--- src/design/fixed_cell_pool_allocator_unit_defines.svh ---
// Assertion macros for the fixed cell pool allocator.
// Used by fixed_cell_pool_allocator_unit.sv; expects clk and rst_n in scope.
`ifndef FIXED_CELL_POOL_ALLOCATOR_UNIT_DEFINES_SVH
`define FIXED_CELL_POOL_ALLOCATOR_UNIT_DEFINES_SVH

// Same-cycle implication.
`define FCPA_ASSERT_NOW(lbl, ante, cons, msg) \
  lbl: assert property (@(posedge clk) disable iff (!rst_n) (ante) |-> (cons)) else $error(msg);

// Next-cycle implication.
`define FCPA_ASSERT_NEXT(lbl, ante, cons, msg) \
  lbl: assert property (@(posedge clk) disable iff (!rst_n) (ante) |=> (cons)) else $error(msg);

`endif

--- src/design/fcpa_pkg.sv ---
// Package for the fixed cell pool allocator: field widths, codes, FSM state type.
// No dependencies.
`default_nettype none

package fcpa_pkg;

  localparam int unsigned IDX_FIELD_W = 8;
  localparam int unsigned CNT_FIELD_W = 9;

  localparam logic REQ_ALLOC = 1'b0;
  localparam logic REQ_FREE  = 1'b1;

  localparam logic STATUS_OK    = 1'b0;
  localparam logic STATUS_EMPTY = 1'b1;

  typedef enum logic [1:0] {
    ST_INIT,
    ST_IDLE,
    ST_EXEC
  } fcpa_state_t;

endpackage

`default_nettype wire

--- src/design/fixed_cell_pool_allocator_unit.sv ---
// Fixed cell pool allocator: LIFO free list of cell indexes held in one link RAM.
// Depends on fcpa_pkg and fixed_cell_pool_allocator_unit_defines.svh.
//
// Usage:
//   Input channel (in_valid/in_stall): in_req_type selects allocate or free;
//   in_cell_index names the cell to free and is ignored on allocate.
//   Result channel (out_valid/out_stall): one result per request with the
//   granted (or echoed) index, status, cells in use and the peak count.
//   Result path: a transferred request is captured with the link RAM read;
//   its execute step then loads the result register. No new request is taken
//   until then; the read must return before the free-list head can advance.
//   Reset: after rst_n is released the link RAM is initialized by a sweep of
//   all NUM_CELLS entries (entry i links to i+1); in_stall stays high meanwhile.
//   Receiver stall: the result register holds; a new request may still be
//   taken, and its execute step waits until the held result is transferred.
`default_nettype none

`include "fixed_cell_pool_allocator_unit_defines.svh"

module fixed_cell_pool_allocator_unit
  import fcpa_pkg::*;
#(
  parameter int unsigned NUM_CELLS = 256
) (
  input  wire logic                   clk,
  input  wire logic                   rst_n,
  input  wire logic                   in_valid,
  output logic                        in_stall,
  input  wire logic                   in_req_type,
  input  wire logic [IDX_FIELD_W-1:0] in_cell_index,
  output logic                        out_valid,
  input  wire logic                   out_stall,
  output logic [IDX_FIELD_W-1:0]      out_granted_index,
  output logic                        out_status,
  output logic [CNT_FIELD_W-1:0]      out_cells_in_use,
  output logic [CNT_FIELD_W-1:0]      out_cells_peak
);

  localparam int unsigned IDX_W  = $clog2(NUM_CELLS);
  localparam int unsigned CNT_W  = $clog2(NUM_CELLS + 1);
  localparam int unsigned WIDE_W = 18;

  localparam logic [IDX_W-1:0] LAST_IDX  = IDX_W'(NUM_CELLS - 1);
  localparam logic [CNT_W-1:0] MAX_CNT   = CNT_W'(NUM_CELLS);
  localparam logic [WIDE_W-1:0] NUM_WIDE = WIDE_W'(NUM_CELLS);

  // entry: {link valid, link}
  logic [IDX_W:0] link_mem [NUM_CELLS];
  logic [IDX_W:0] rd_data_r;

  fcpa_state_t state_r, state_nxt;
  logic [IDX_W-1:0]       init_cnt_r, init_cnt_nxt;
  logic [IDX_W-1:0]       head_r, head_nxt;
  logic                   head_valid_r, head_valid_nxt;
  logic [CNT_W-1:0]       used_r, used_nxt;
  logic [CNT_W-1:0]       peak_r, peak_nxt;
  logic                   req_r;
  logic [IDX_FIELD_W-1:0] idx_r;
  logic                   out_valid_r, out_valid_nxt;
  logic [IDX_FIELD_W-1:0] out_index_r, out_index_nxt;
  logic                   out_status_r, out_status_nxt;

  logic                   mem_we;
  logic [IDX_W-1:0]       mem_wa;
  logic [IDX_W:0]         mem_wd;
  logic                   rd_en;
  logic                   out_load;
  logic                   idx_in_range;
  logic [IDX_W-1:0]       idx_addr;

  assign idx_in_range = WIDE_W'(idx_r) < NUM_WIDE;
  assign idx_addr     = IDX_W'(idx_r);

  always_comb begin
    state_nxt      = state_r;
    init_cnt_nxt   = init_cnt_r;
    head_nxt       = head_r;
    head_valid_nxt = head_valid_r;
    used_nxt       = used_r;
    peak_nxt       = peak_r;
    out_index_nxt  = out_index_r;
    out_status_nxt = out_status_r;
    mem_we         = 1'b0;
    mem_wa         = init_cnt_r;
    mem_wd         = {init_cnt_r != LAST_IDX, init_cnt_r + IDX_W'(1)};
    rd_en          = 1'b0;
    out_load       = 1'b0;
    in_stall       = 1'b1;
    case (state_r)
      ST_INIT: begin
        mem_we       = 1'b1;
        init_cnt_nxt = init_cnt_r + IDX_W'(1);
        if (init_cnt_r == LAST_IDX) begin
          state_nxt = ST_IDLE;
        end
      end
      ST_IDLE: begin
        in_stall = 1'b0;
        if (in_valid) begin
          rd_en     = 1'b1;
          state_nxt = ST_EXEC;
        end
      end
      ST_EXEC: begin
        if (!out_valid_r || !out_stall) begin
          out_load  = 1'b1;
          state_nxt = ST_IDLE;
          if (req_r == REQ_ALLOC) begin
            if (!head_valid_r) begin
              out_index_nxt  = '0;
              out_status_nxt = STATUS_EMPTY;
            end else begin
              out_index_nxt  = IDX_FIELD_W'(head_r);
              out_status_nxt = STATUS_OK;
              head_nxt       = rd_data_r[IDX_W-1:0];
              head_valid_nxt = rd_data_r[IDX_W];
              if (used_r < MAX_CNT) begin
                used_nxt = used_r + CNT_W'(1);
              end
              if (used_nxt > peak_r) begin
                peak_nxt = used_nxt;
              end
            end
          end else begin
            out_index_nxt  = idx_r;
            out_status_nxt = STATUS_OK;
            if (idx_in_range) begin
              mem_we         = 1'b1;
              mem_wa         = idx_addr;
              mem_wd         = {head_valid_r, head_r};
              head_nxt       = idx_addr;
              head_valid_nxt = 1'b1;
              if (used_r != '0) begin
                used_nxt = used_r - CNT_W'(1);
              end
            end
          end
        end
      end
      default: begin
        state_nxt = ST_INIT;
      end
    endcase

    if (out_load) begin
      out_valid_nxt = 1'b1;
    end else if (out_stall) begin
      out_valid_nxt = out_valid_r;
    end else begin
      out_valid_nxt = 1'b0;
    end
  end

  always_ff @(posedge clk) begin
    if (mem_we) begin
      link_mem[mem_wa] <= mem_wd;
    end
    if (rd_en) begin
      rd_data_r <= link_mem[head_r];
    end
  end

  always_ff @(posedge clk) begin
    if (!rst_n) begin
      state_r      <= ST_INIT;
      init_cnt_r   <= '0;
      head_r       <= '0;
      head_valid_r <= 1'b1;
      used_r       <= '0;
      peak_r       <= '0;
      out_valid_r  <= 1'b0;
    end else begin
      state_r      <= state_nxt;
      init_cnt_r   <= init_cnt_nxt;
      head_r       <= head_nxt;
      head_valid_r <= head_valid_nxt;
      used_r       <= used_nxt;
      peak_r       <= peak_nxt;
      out_valid_r  <= out_valid_nxt;
    end
  end

  always_ff @(posedge clk) begin
    if (rd_en) begin
      req_r <= in_req_type;
      idx_r <= in_cell_index;
    end
    if (out_load) begin
      out_index_r  <= out_index_nxt;
      out_status_r <= out_status_nxt;
    end
  end

  assign out_valid         = out_valid_r;
  assign out_granted_index = out_index_r;
  assign out_status        = out_status_r;
  assign out_cells_in_use  = CNT_FIELD_W'(used_r);
  assign out_cells_peak    = CNT_FIELD_W'(peak_r);

  `FCPA_ASSERT_NEXT(a_accept_exec, in_valid && !in_stall, state_r == ST_EXEC, "transfer did not start execute")
  `FCPA_ASSERT_NOW(a_peak_ge_used, 1'b1, peak_r >= used_r, "peak count below cells in use")
  `FCPA_ASSERT_NOW(a_used_bound, 1'b1, used_r <= MAX_CNT, "cells in use above pool size")
  `FCPA_ASSERT_NEXT(a_out_hold, out_valid_r && out_stall, out_valid_r && $stable(out_index_r), "stalled result changed")

endmodule

`default_nettype wire
--- config.mk ---
export PLATFORM = sky130hd
export DESIGN_NAME = fixed_cell_pool_allocator_unit
export DESIGN_NICKNAME = d
export VERILOG_FILES = /design/src/design/fcpa_pkg.sv /design/src/design/fixed_cell_pool_allocator_unit.sv
export VERILOG_INCLUDE_DIRS = /design/src /design/src/design
export SDC_FILE = /design/constraint.sdc
export NUM_CORES = 2
export LEC_CHECK = 0
export BUFFER_PORTS_ARGS = -buffer_cell sky130_fd_sc_hd__buf_4
export CORE_ASPECT_RATIO = 2
export CORE_UTILIZATION = 55
export CTS_BUF_LIST = sky130_fd_sc_hd__clkbuf_8
export CTS_CLUSTER_DIAMETER = 80
export DETAILED_ROUTE_END_ITERATION = 8
export GPL_ROUTABILITY_DRIVEN = 1
export PLACE_DENSITY = 0.74
export SLEW_MARGIN = 5
export SYNTH_ARGS = -nofsm -noshare
export SYNTH_HDL_FRONTEND = slang
export SYNTH_SLANG_ARGS = --single-unit
--- constraint.sdc ---
create_clock -name clk -period 15.6 [get_ports clk]
set_input_delay 0 -clock clk [delete_from_list [all_inputs] [get_ports clk]]
set_output_delay 0 -clock clk [all_outputs]
set_load 0.02 [all_outputs]
==> out/summary.md <==
Detailed routing inserted a total of 44,570 vias. Setup violations remaining at the end of the flow were counted as 0. The HPWL after detailed placement is 143,000 µm.

The number of antenna violations at the first check in global routing is 5. The largest fanout on the critical path was 98. Data on the critical path arrives at its endpoint at 6.63 ns.

Summed over all cells, the static leakage comes to 29.7 nW. The ratio of cells with drive above 1 in the final layout came out at 24.8%. The proportion of synthesized chip area in sequential cells was 76.0%. Reg2reg setup slack: 9.62 ns. Setup repair after global routing left no endpoint under its margin.

Global placement routability congestion: 0.884. STA classifies the critical path startpoint as a flip-flop. The worst register-to-register path has a depth of 8.

The area of the mapped netlist was 93,100 µm²; the number of non-filler instances in the completed layout was 6,970. For this block, the routed nets add up to 228,000 µm of wire. A synthesized cell averages 21.8 µm². Once detail routing completed, the nets flagged for antenna violations numbered 0. The run finished, with violations left. For this design the ratio of total power to cell area is 115 nW/µm². Number of buffers inserted by port buffering: 41. At the end of the flow, the number of nets in the layout was 4,503. The count of routing violations after the opening detailed-route iteration is 4,464. Count of cells along the worst hold path: 4. The checks that failed: slew limit. The critical path endpoint category was a flip-flop. The synthesis-to-finish area growth was 8.93%; the count of TritonRoute iterations in the first routing pass was 6. The netlist uses 68 different library cells. The final design area excluding fillers is 101,000 µm², and the total routing usage reported by global routing is 27.0%. The tool flagged a number of max-cap violations equal to 0. The run gives 0 as the count of buffers added by post-CTS timing repair for setup.

After clock tree synthesis, the repair step resized 0 gates. The die area was 171,000 µm². The tools report the cell area after placement as 95,300 µm². In the routed design, unresolved DRC markers number 0.

The clock-pin slew on the worst setup and hold paths came out at 0.07 ns. Yosys printed 0 warnings. The source-to-sink clock delay at the later pin of the worst-skew pair is 0.93 ns, and the fmax is 167 MHz.

For the synthesized instance count, the log shows 4,272. At the pin with the least slew margin, the transition time is 1.57 ns. The primary flip-flop cell chosen by synthesis mapping is sky130_fd_sc_hd__edfxtp_1. Counting flops and latches in the post-synthesis netlist gives 2,369.

The average via count per standard cell was 6.39; the number of nets in the synthesized netlist was 4,298. The tools report the number of buffers inserted during clock tree synthesis as 309. Setup slack on the critical path of the routed design comes to 9.62 ns.

Prior to clock tree synthesis, the placed netlist has a worst setup slack of 9.53 ns. Power comes to 11.6 mW. The clock period minus final worst setup slack is 5.98 ns, and the number of rows in the core area is 213.

Average routed wire per standard cell: 32.8 µm. CTS built an H-tree with a depth of 5. Measured against its own limit, the worst slew margin works out to -4.74%. The area of the core came out at 168,000 µm².

Global routing finished with a remaining overflow of 0. Yosys mapped a number of flops with a built-in enable equal to 2,331. Cells fill 60.3% of the core in the end.

The critical path start-end classification is flip-flop to flip-flop. The final sum of negative setup slack is 0 ns. TritonCTS built the clock tree. Hold timing on the final database bottoms out at a slack of 0.0527 ns. Across the routed clock network, the largest skew measured is 0.0566 ns. Largest buffer count on any clock path: 4.

For the number of primary I/O pins, the log shows 42. The tree is rooted in a sky130_fd_sc_hd__clkbuf_8. The die is 584 µm tall. Number of hold violations in the final report: 0. The share of the clock period used by the worst path was 38.3%; the number of clock sinks was 2,369.

The via count of the first global-routing pass came out at 46,426. The logs give 0.0000759 V for the maximum vdd ir drop and 11,326 for the fill cell instance count of the final layout. Data on the critical path is required at its endpoint by 16.25 ns.

For this run, asynchronously set or reset flops after synthesis account for 0%. For this configuration, the core starts out at a cell density of 55.4%. The hold-fix buffer count after cts was 25. The path class of the tightest hold or removal check is input pin to flip-flop. Once placement completed, the tool counted placed cells totaling 6,398. The first global-routing pass estimated 327,000 µm of wire.

Entering global routing, the biggest net connects 257 pins. The x dimension of the die works out to 293 µm. Number of max-slew violations in the final report: 55.
-- cell families (layout without fill, tap and decap cells) --
kind of cell    after synthesis  after routing  synth area share (%)
flops                      2369           2369                  76.0
compound gates              270            270                  2.06
mux                         751            751                  16.9
other cells                   0              7                     0
xor+xnor                     21             21                 0.197
fa+ha+maj                    13             13                 0.175
simple gates                573            573                  2.72
buf+inv                     275            709                  1.98
-- cells in the final DEF, fill, tap and decap left out, types with 18 or more instances in the layout --
master                          instances
sky130_fd_sc_hd__a211oi_1              47
sky130_fd_sc_hd__a21oi_1               42
sky130_fd_sc_hd__a22o_1                27
sky130_fd_sc_hd__a22oi_1               54
sky130_fd_sc_hd__buf_4                115
sky130_fd_sc_hd__bufinv_16             20
sky130_fd_sc_hd__clkbuf_8             319
sky130_fd_sc_hd__clkinv_1              77
sky130_fd_sc_hd__clkinv_2              38
sky130_fd_sc_hd__dfxtp_1               33
sky130_fd_sc_hd__dlygate4sd3_1         25
sky130_fd_sc_hd__edfxtp_1            2331
sky130_fd_sc_hd__inv_1                 89
sky130_fd_sc_hd__mux2i_1              102
sky130_fd_sc_hd__mux4_1                51
sky130_fd_sc_hd__mux4_2               589
sky130_fd_sc_hd__nand2_1              102
sky130_fd_sc_hd__nand3_1               21
sky130_fd_sc_hd__nor2_1               308
sky130_fd_sc_hd__nor2b_1               27
sky130_fd_sc_hd__nor3_1                18
sky130_fd_sc_hd__o211ai_1              20
sky130_fd_sc_hd__o21ai_0               21
-- final timing paths --
check,startpoint,end
setup / recovery,head_r[0],rd_data_r[1]
hold / removal,rst_n,out_cells_peak[0]
setup reg to reg,head_r[0],rd_data_r[1]
hold reg to reg,out_cells_peak[3],out_cells_peak[3]
-- cells in the mapped netlist, drive strengths merged, types with 4 or more instances --
cell type | count | area share, %
nor3 | 18 | 0.097
a22o | 27 | 0.25
buf | 188 | 1.6
nor3b | 4 | 0.032
xnor2 | 15 | 0.14
nand2 | 109 | 0.46
nor4 | 5 | 0.040
ha | 13 | 0.17
and2 | 5 | 0.034
mux2i | 102 | 1.1
and3 | 7 | 0.047
or3 | 21 | 0.14
a221oi | 4 | 0.038
a21oi | 43 | 0.23
a22oi | 54 | 0.44
mux2 | 9 | 0.11
a31oi | 10 | 0.067
o31ai | 4 | 0.043
a2111oi | 5 | 0.062
inv | 23 | 0.093
nand3b | 9 | 0.073
nand4 | 6 | 0.040
xor2 | 6 | 0.056
a211oi | 47 | 0.38
o21ai | 27 | 0.15
nand3 | 22 | 0.12
dfxtp | 38 | 0.82
o211ai | 20 | 0.16
clkbuf | 62 | 0.28
nor2b | 27 | 0.18
edfxtp | 2331 | 75
o22ai | 9 | 0.060
mux4 | 640 | 16
or2 | 17 | 0.11
nand2b | 8 | 0.054
nor2 | 311 | 1.3
o21a | 4 | 0.032
o2111ai | 5 | 0.047
-- area by class of cell --
type                            count  area (µm²)  area share [%]
Tap cell                         2257        2820            2.78
Clock buffer                      319        4390            4.33
Sequential cell                  2369       70800            69.8
Inverter                           23        88.8          0.0876
Clock inverter                    221        1480            1.46
Antenna cell                        7        17.5          0.0173
Multi-Input combinational cell   1628       20700            20.4
Timing Repair Buffer              146        1230            1.22
-- layer usage --
layer	vias to the layer above	part of all wire, %	GRT usage (%)	routed length (µm)
met5	-	0.0053	0	12
met4	2	7.7	18.4	17600
met3	582	7.1	4.18	16100
met2	2347	54	48.6	123000
met1	23320	31	29.2	71500
li1	18319	-	-	-
-- critical path: stages (launching register included) --
cell and delay (ns):
sky130_fd_sc_hd__dfxtp_4 0.81, sky130_fd_sc_hd__buf_4 0.76, sky130_fd_sc_hd__buf_4 0.91, sky130_fd_sc_hd__buf_12 0.65, sky130_fd_sc_hd__mux4_1 0.66, sky130_fd_sc_hd__mux4_2 0.54
sky130_fd_sc_hd__a22o_1 0.24, sky130_fd_sc_hd__nor3_1 0.70, sky130_fd_sc_hd__a211oi_1 0.08
-- registers in the layout, indices dropped and copies added, names as in the netlist --
| register | flops |
|---|---|
| out_status | 1 |
| req_r | 1 |
| head_r | 8 |
| out_cells_in_use | 9 |
| state_r | 2 |
| out_cells_peak | 9 |
| rd_data_r | 9 |
| out_granted_index | 8 |
| init_cnt_r | 8 |
| head_valid_r | 1 |
| link_mem | 2304 |
| out_valid | 1 |
| idx_addr | 8 |
-- power breakdown --
group          total, mW  internal, mW  switching (mW)
logic              0.149        0.0217           0.127
registers           6.98          6.98         0.00326
clock network       4.49          2.24            2.25
No activity file was read; power rests on OpenSTA's default activity.
